--- src/rtl/spectral_phase_derivative_assert.svh ---
// ----------------------------------------------------------------------------
// Assertion macros
// Shared concurrent assertion forms for the spectral phase derivative block.
// ----------------------------------------------------------------------------
`ifndef SPECTRAL_PHASE_DERIVATIVE_ASSERT_SVH
`define SPECTRAL_PHASE_DERIVATIVE_ASSERT_SVH

// same-cycle implication
`define SPD_ASSERT_IMPLY(lbl, clk, rst_n, a, c) \
    lbl: assert property (@(posedge clk) disable iff (!rst_n) (a) |-> (c)) \
        else $error("spd assertion failed");

// next-cycle implication
`define SPD_ASSERT_NEXT(lbl, clk, rst_n, a, c) \
    lbl: assert property (@(posedge clk) disable iff (!rst_n) (a) |=> (c)) \
        else $error("spd assertion failed");

`endif

--- src/rtl/spd_fifo.sv ---
// ----------------------------------------------------------------------------
// spd_fifo
// Small register FIFO with fill count; carries items between stages.
// ----------------------------------------------------------------------------
module spd_fifo #(
    parameter int WIDTH = 8,
    parameter int DEPTH = 2
) (
    input  logic                     clk,
    input  logic                     rst_n,
    input  logic                     wr_en,
    input  logic [WIDTH-1:0]         wdata,
    input  logic                     rd_en,
    output logic [WIDTH-1:0]         rdata,
    output logic                     full,
    output logic                     empty,
    output logic [$clog2(DEPTH):0]   count
);

    localparam int AW = $clog2(DEPTH);

    logic [WIDTH-1:0] mem [DEPTH];
    logic [AW-1:0]    wr_ptr_reg;
    logic [AW-1:0]    rd_ptr_reg;
    logic [AW:0]      count_reg;

    assign full  = (count_reg == (AW+1)'(DEPTH));
    assign empty = (count_reg == '0);
    assign count = count_reg;
    assign rdata = mem[rd_ptr_reg];

    // store incoming item
    always_ff @(posedge clk)
    begin
        if (wr_en && !full)
        begin
            mem[wr_ptr_reg] <= wdata;
        end
    end

    // advance pointers and count
    always_ff @(posedge clk or negedge rst_n)
    begin
        if (!rst_n)
        begin
            wr_ptr_reg <= '0;
            rd_ptr_reg <= '0;
            count_reg  <= '0;
        end
        else
        begin
            if (wr_en && !full)
            begin
                wr_ptr_reg <= wr_ptr_reg + AW'(1);
            end
            if (rd_en && !empty)
            begin
                rd_ptr_reg <= rd_ptr_reg + AW'(1);
            end
            count_reg <= count_reg + (AW+1)'(wr_en && !full) - (AW+1)'(rd_en && !empty);
        end
    end

endmodule

--- config.mk ---
export PLATFORM = sky130hd
export DESIGN_NAME = spd_fifo
export DESIGN_NICKNAME = d
export VERILOG_FILES = /design/src/rtl/spectral_phase_derivative_assert.svh /design/src/rtl/spd_fifo.sv
export SDC_FILE = /design/constraint.sdc
export NUM_CORES = 1
export LEC_CHECK = 0
export ABC_AREA = 1
export ABC_CLOCK_PERIOD_IN_PS = 1500
export CAP_MARGIN = 20
export CORE_MARGIN = 1
export CORE_UTILIZATION = 50
export DETAILED_ROUTE_END_ITERATION = 8
export DONT_BUFFER_PORTS = 1
export PLACE_DENSITY = 0.69
export SLEW_MARGIN = 20
export SYNTH_ARGS = -nofsm -noshare
export SYNTH_HDL_FRONTEND = slang
export SYNTH_SLANG_ARGS = --single-unit
--- constraint.sdc ---
create_clock -name clk -period 1.5 [get_ports clk]
set_clock_uncertainty 0.15 [all_clocks]
set_input_delay 0 -clock clk [delete_from_list [all_inputs] [get_ports clk]]
set_output_delay 0 -clock clk [all_outputs]
set_load 0.03 [all_outputs]
==> metrics.cfg, run 1 <==
[timing]
setup_slack_ns=-0.00689
rsz0062_at_grt=yes
fin_crit_sh=1.00
slew_viol_final=0
slew_headroom=0.768
final-setup-viol-count=1
worst_slew_pin_slew_ns=0.348
max_freq_ghz=0.664
finalSetupTns_ns=-0.00689
hold_viol_final=0
finalCriticalPeriod_ns=1.51

[cells_and_area]
stdcell_area_um2=1100
nets=112
num-fill-cells=106
drive_above_1_share=0.278
stdcell_count=113
largest_register_ff_count=16
area_delta_synth_final_pct=33.4
layout_common_cells=nand2_1 (33), edfxtp_1 (16), dlygate4sd3_1 (12)
final_common_cell=nand2_1
num_antenna_cells=0

[cts]
clkSinkCount=20
htreeDepth=1
cts_buffers=3
root_buffer=clkbuf_4
path_clk_slew_ns=0.11
cts.path.max_buffers=2
tritoncts=yes
clk_latency_ns=0.30

[setup_path]
rr_startpoint=count[1]
worst_r2r_path_depth=9
start_kind=flip-flop
cp-end-kind=flip-flop
critPathKind=reg -> reg
arrival_ns=1.56
reg2reg_to=count[1]
regToRegSetupSlack_ns=-0.007
critical_path.max_fanout=3
crit_required_ns=1.55

[power_and_ir_drop]
vdd_drop_max_v=0.00131
p_total_mw=2.37
p_int_mw=1.35
seqPwrFrac=0.371
swShare=0.430
pwr-share-clk=0.182
p_leak_nw=0.495
switching_power_mw=1.02
p_per_area_nw_per_um2=2160
comb_power_share=0.446

[grt]
overflow=0
grt_max_degree=13
grt_usage=0.197
antenna_found_initial=0
grt_pass1_vias=577
grt_pass1_wl_um=2440

[routing]
ant_nets=0
drtIter0Drc=4
drcViolationCount=0
wl_per_cell_um=13.9
viasPerCell=5.09
first_pass_iters=2
routed_wl_um=1580
vias=575

[yosys]
synth-seq-area-share=0.705
syn_inst=75
synth.avg_cell_area_um2=11.0
synth.ff_latch_count=20
synth_warnings=0
ys_types=11
syn_nets=89
netlist_area_um2=823

[placed_design]
hpwl_um=906
place_congestion=0.729
place_area_um2=885
dpl.cell_count=96
io_buffers=0

[die]
design.core.area_um2=1520
die_height_um=42.6
die_w_um=42.6
dieArea_um2=1810
ios=24
start_util=0.540
num_rows=14

[hold_path]
hold_class=in -> reg
hold_start=wdata[7]
holdPathStages=1
min_delay_worst_endpoint=mem[1][7]

[status]
violations=negative setup slack
outcome=finished with violations

[job]
cap_violations=0

-- worst max path at each step --
stage          startpoint        to  slack, ns  cells after the start
4_1_cts        rd_ptr_reg  rdata[3]       0.02                      3
6_report         count[1]  count[1]     -0.007                      9
3_3_place_gp     count[1]  count[1]       0.02                     10
2_1_floorplan    count[0]  count[1]      -0.06                     10
3_5_place_dp     count[1]  count[1]      0.008                     10
5_1_grt          count[1]  count[1]      -0.07                     10
-- timing repair --
item / CTS / global route
pin swaps: 2 / 2
setup endpoints to repair: 1 / 10
setup buffers: 0 / 1
hold buffers: 12 / 0
hold endpoints to repair: 23 / 0
gates resized for setup: 4 / 4
-- critical path, stage by stage, from the launching register on --
cell     delay (ns)
dfrtp_2        0.45
inv_2          0.07
nand2_2        0.07
nand2_2        0.07
inv_2          0.05
ha_4           0.25
inv_2          0.04
ha_4           0.15
nand3_2        0.06
nand2_1        0.05
-- final cells by class --
cell class,count,area [um2],share of cell area
tap,16,20.0,0.0182
multi-input combinational,43,225,0.205
inverter,11,43.8,0.0399
timing repair buffer,19,173,0.157
clock inverter,1,30.0,0.0273
sequential,20,584,0.532
clock buffer,3,22.5,0.0205
-- cell usage after synthesis --
cell	n	area (um2)
buf_6	1	11.3
nor2_1	1	3.75
nand2_1	35	131
inv_2	1	3.75
edfxtp_1	16	480
inv_4	1	6.26
nand2_2	2	12.5
inv_1	9	33.8
ha_1	2	25.0
dfrtp_1	4	100
nand3_1	3	15.0
-- layer usage --
metal,vias up,global-route usage,share of wire
met5,-,0,0
met4,0,0.144,0.016
met3,4,0.0474,0.044
met2,18,0.351,0.56
met1,270,0.195,0.37
li1,283,-,-
-- power groups by stage --
stage                     Combinational (mW)  Clock, mW  Sequential (mW)
after floorplan                        0.722          0            0.897
after global placement                 0.901          0            0.878
after detailed placement               0.925          0            0.883
after CTS                              0.986      0.441            0.872
after global routing                    1.16      0.473            0.898
final                                   1.06      0.432            0.880
-- kinds of logic after synthesis --
| group | synth area share |
|---|---|
| DFF | 0.705 |
| adders and majority gates | 0.0304 |
| and+or+nand+nor | 0.198 |
| buffers and inverters | 0.0669 |
-- through the flow --
step / hold slack, ns / util / setup slack, ns
6_report: 0.196 / 0.721 / -0.00689
5_1_grt: 0.174 / 0.721 / -0.0697
4_1_cts: 0.188 / 0.705 / 0.0171
3_5_place_dp: -0.446 / 0.580 / 0.00844
3_3_place_gp: -0.446 / 0.580 / 0.0241
2_1_floorplan: -0.446 / - / -0.0562
No activity file was read; power rests on OpenSTA's default activity.
==> run 2: changes to the inputs <==
==> constraint.sdc (replaced) <==
create_clock -name clk -period 1.5 [get_ports clk]
set_clock_uncertainty 0.15 [all_clocks]
set_input_delay 0.15 -clock clk [delete_from_list [all_inputs] [get_ports clk]]
set_output_delay 0.15 -clock clk [all_outputs]
set_load 0.03 [all_outputs]
==> run 2 against run 1 <==
Compared with the run above: die area stayed put; combinational power up 14%; non-clock buffer count is 4 higher; critical path depth unchanged; cell count up 3.5%; first-iteration DRC count grew 75%; core utilization up 3.5 points; the flow now finishes without violations; hold slack better by 0.14 ns.
==> metrics.cfg, run 2 (synthesis results as in run 1) <==
[die]
ios=24
start_util=0.540
design.core.area_um2=1520
num_rows=14
dieArea_um2=1810
die_w_um=42.6
die_height_um=42.6

[placed_design]
hpwl_um=906
place_congestion=0.729
io_buffers=0
place_area_um2=885

[power_and_ir_drop]
p_leak_nw=0.507
p_total_mw=2.50
pwr-share-clk=0.173
p_int_mw=1.44
seqPwrFrac=0.342
switching_power_mw=1.07
vdd_drop_max_v=0.00139
swShare=0.426
p_per_area_nw_per_um2=2170
comb_power_share=0.485

[timing]
finalCriticalPeriod_ns=1.49
final-setup-viol-count=0
rsz0062_at_grt=yes
slew_viol_final=0
max_freq_ghz=0.672
hold_viol_final=0
whs_ns=0.340
worst_slew_pin_slew_ns=0.329
fin_crit_sh=0.992
slew_headroom=0.780

[grt]
grt_pass1_wl_um=2480
overflow=0
grt_max_degree=13
grt_usage=0.191
grt_pass1_vias=592
antenna_found_initial=0

[cts]
clkSinkCount=20
clk_latency_ns=0.29
path_clk_slew_ns=0.11
cts.path.max_buffers=2
htreeDepth=1
tritoncts=yes
root_buffer=clkbuf_4
cts_buffers=3

[setup_path]
regToRegSetupSlack_ns=0.01
startpoint=count[1]
crit_required_ns=1.54
critPathKind=reg -> reg
rr_startpoint=count[1]
start_kind=flip-flop
reg2reg_to=count[1]
worst_r2r_path_depth=9
arrival_ns=1.53
critical_path.max_fanout=3
cp-end-kind=flip-flop

[hold_path]
holdPathStages=2
hold_start=wr_ptr_reg
hold_class=reg -> reg
min_delay_worst_endpoint=wr_ptr_reg

[cells_and_area]
final_common_cell=nand2_1
layout_common_cells=nand2_1 (25), edfxtp_1 (16), nand2_2 (12), dlygate4sd3_1 (12), buf_4 (11)
largest_register_ff_count=16
stdcell_area_um2=1150
num-fill-cells=101
nets=116
num_antenna_cells=0
multi_input_area_um2=245
area_delta_synth_final_pct=40.0
fin_util=0.756
regArea_um2=584
drive_above_1_share=0.396

[routing]
vias=581
first_pass_iters=3
ant_nets=0
routed_wl_um=1560
viasPerCell=4.97
drtIter0Drc=7
wl_per_cell_um=13.4
drcViolationCount=0

[status]
outcome=finished clean

[job]
cap_violations=0

[run 2: changes by cell type in the layout (fill, tap and decap cells not counted), sizes merged]
cell and delta:
buf +4, clkinvlp +1, inv -1
[run 2: area by class of cell]
type	instances	area share
sequential	20	0.507
multi-input combinational	43	0.213
timing repair buffer	23	0.176
inverter	11	0.0413
clock inverter	1	0.0261
clock buffer	3	0.0195
tap	16	0.0174
[run 2: power by group through the flow]
stage                     sequential [mW]  clock (mW)  combinational, mW
final                               0.856       0.433               1.21
after CTS                           0.875       0.441               1.03
after global placement              0.878           0              0.901
after global routing                0.873       0.468               1.33
after floorplan                     0.897           0              0.722
after detailed placement            0.883           0              0.925
[run 2: worst max-delay path, stage by stage, from the launching register on]
cell and delay (ns):
dfrtp_2 0.45, inv_2 0.07, nand2_2 0.06, nand2_2 0.07, inv_2 0.04, ha_4 0.25
inv_2 0.04, ha_4 0.15, nand3_2 0.06, nand2_1 0.05
[run 2: timing repair]
action,CTS,global route
gates resized for setup,13,4
hold buffers,12,0
setup buffers,0,5
endpoints found under the setup margin,9,11
hold endpoints to repair,22,0
pin swaps,2,1
[run 2: worst max-delay path by stage]
stage,to,slack (ns)
after floorplan,count[1],-0.06
after global placement,count[1],0.02
after detailed placement,count[1],0.008
after CTS,rdata[5],0.005
after global routing,count[1],-0.07
final,count[1],0.01
[run 2: per-layer routing]
layer	GRT usage	up-vias	part of all wire
li1	-	287	-
met1	0.202	280	0.41
met2	0.363	12	0.54
met3	0.0388	2	0.039
met4	0.0750	0	0.0090
met5	0	-	0
[run 2: stage by stage]
stage          setup slack [ns]  setup TNS (ns)  std cells
2_1_floorplan           -0.0562         -0.0979         75
3_3_place_gp             0.0241               0         96
3_5_place_dp            0.00844               0         96
4_1_cts                 0.00497               0        112
5_1_grt                 -0.0676         -0.0745        117
6_report                 0.0125               0        117
==> run 3: changes to the inputs <==
- ABC_AREA: 1 -> not set
- ABC_CLOCK_PERIOD_IN_PS: 1500 -> 1340
- CORE_UTILIZATION: 50 -> 40
- PLACE_DENSITY: 0.69 -> 0.57
- clock period: 1.5 -> 1.34 ns (I/O delays scaled with it)
==> run 3 against run 2 <==
Compared with the run above: the run now ends with negative setup slack left; first-iteration DRC count fell by 43%; non-clock buffer count did not move; synthesized cell count decreased by 43%; total power increased by 22%; clock-buffer cell count did not move; register-to-register slack worse by 0.28 ns.
==> metrics.cfg, run 3 <==
[setup_path]
arrival_ns=1.65
worstPathCellList=nor2_4, nor2b_2, ha_4, inv_2, ha_4, xnor2_4, xnor2_2
cp-endpoint=count[1]
worst_r2r_path_depth=7
max_stage_delay_ns=0.45
cp-end-kind=flip-flop
startpoint=count[0]
reg2reg_to=count[1]
critPathKind=reg -> reg
start_kind=flip-flop
critical_path.max_fanout=3
crit_required_ns=1.38
cpMaxStageDelayCell=dfrtp_2
rr_startpoint=count[0]
cp_common_cell=ha_4
regToRegSetupSlack_ns=-0.27

[timing]
setup_slack_ns=-0.272
final-setup-viol-count=28
finalSetupTns_ns=-2.77
max_freq_ghz=0.620
slew_viol_final=0
fin_crit_sh=1.20
rsz0062_at_grt=yes
worst_slew_pin_slew_ns=0.248
finalCriticalPeriod_ns=1.61
slew_headroom=0.834
hold_viol_final=0

[routing]
vias=445
wl_per_cell_um=16.1
viasPerCell=4.73
drcViolationCount=0
routed_wl_um=1520
first_pass_iters=4
ant_nets=0
drtIter0Drc=4

[hold_path]
holdPathStages=4
hold_class=in -> reg

[status]
outcome=finished with violations
violations=negative setup slack

[cells_and_area]
nets=84
fin_util=0.672
drive_above_1_share=0.580
final_common_cell=edfxtp_1
area_delta_synth_final_pct=52.8
largest_register_ff_count=16
num_antenna_cells=0
num-fill-cells=135
layout_common_cells=edfxtp_1 (16), dlygate4sd3_1 (10), mux2_4 (8)
stdcell_count=94

[cts]
tritoncts=yes
clk_latency_ns=0.29
cts_buffers=3
cts.path.max_buffers=2
htreeDepth=1
path_clk_slew_ns=0.11
root_buffer=clkbuf_4
clkSinkCount=20

[yosys]
synth_ff_type=edfxtp_1
ys_types=14
netlist_area_um2=785
post-synth-top-count-cell=edfxtp_1
synth_mux_area_frac=0.115
synth_top_family_by_area=multiplexers
synth_xor_xnor_area_share=0.0447
synth_compound_area_frac=0
synth_commonest_cells=edfxtp_1 (16), mux2_2 (8), dfrtp_1 (4), xnor2_1 (3)
yosysTopAreaCell=edfxtp_1
synth_edf_count=16
synth_top_area_share=0.612
synth-seq-area-share=0.740
syn_inst=43
synth-simple-area-share=0.0447
synth.ff_latch_count=20
async_flop_share=0.200
syn_nets=57
synth.avg_cell_area_um2=18.2
synth_fa_ha_area_frac=0.0319
synth_area_leaders=edfxtp_1 (61%), dfrtp_1 (13%), mux2_2 (11%)
synth_warnings=0

[placed_design]
post-place-ws_ns=-0.345
place_congestion=0.699
hpwl_um=979
dpl.cell_count=73
io_buffers=0

[die]
design.core.area_um2=1780
start_util=0.440
dieArea_um2=2140
die_w_um=46.3
die_height_um=46.3
ios=24
num_rows=15

[grt]
overflow=0
grt_usage=0.152
grt_max_degree=13
grt_pass1_vias=479
grt_pass1_wl_um=2060
antenna_found_initial=0

[job]
cap_violations=0

[power_and_ir_drop]
p_leak_nw=0.467
vdd_drop_max_v=0.00168
p_per_area_nw_per_um2=2550

==> run 3: changes by cell type after synthesis, sizes merged, moves of 3 or more <==
cell   change
xnor2      +3
inv        -9
nand2     -36
mux2       +8
nand3      -3
==> run 3: critical path, delay by kind of cell, from the launching register on <==
family | cells | cell delay, ns
flops | 1 | 0.45
fa+ha+maj | 2 | 0.42
xor+xnor | 2 | 0.26
simple gates | 2 | 0.18
buf+inv | 1 | 0.03
==> run 3: repair_timing <==
item	CTS	global route
setup buffers	8	3
setup endpoints to repair	27	28
pin swaps	6	2
hold buffers	10	0
hold endpoints to repair	21	0
resized for setup	23	6
==> run 3: through the flow <==
| stage | hold WS, ns | area (um2) | power, mW |
|---|---|---|---|
| floorplan | -0.312 | 807 | 1.80 |
| global placement | -0.311 | 872 | 1.96 |
| detailed placement | -0.311 | 872 | 2.02 |
| CTS | -0.0658 | 1170 | 2.96 |
| global route | 0.0391 | 1200 | 3.20 |
| finish | 0.0503 | 1200 | 3.06 |
==> run 3: power breakdown <==
part	total [mW]	leakage (nW)	switching (mW)	internal [mW]
logic	1.57	0.247	0.808	0.764
clock network	0.478	0.0279	0.176	0.302
registers	1.01	0.192	0.126	0.879
total	3.06	0.467	1.11	1.95
==> run 3: cell type report <==
cell class	count	area (um2)	area share
Inverter	2	11.3	0.00939
Clock inverter	1	30.0	0.0251
Tap cell	25	31.3	0.0261
Clock buffer	3	22.5	0.0188
Multi-Input combinational cell	20	299	0.249
Sequential cell	20	584	0.487
Timing Repair Buffer	23	220	0.184
==> run 3: logic make-up after synthesis <==
kind of cell,after synthesis
simple gates,6
xor+xnor,4
fa+ha+maj,2
flops,20
buf+inv,3
mux,8
==> run 3: layer usage <==
metal  wire [um]  track usage  vias to the layer above
met5           0            0                        -
met4           7       0.0529                        0
met3          72       0.0431                        2
met2         943        0.310                       12
met1         492        0.136                      225
li1            -            -                      206
==> run 3: worst min path at each step <==
stage	startpoint	to	slack [ns]
after floorplan	rst_n	count[0]	-0.31
after global placement	rst_n	rd_ptr_reg	-0.31
after detailed placement	rst_n	rd_ptr_reg	-0.31
after CTS	wr_en	wr_ptr_reg	-0.07
after global routing	wr_en	wr_ptr_reg	0.04
final	wr_en	wr_ptr_reg	0.05
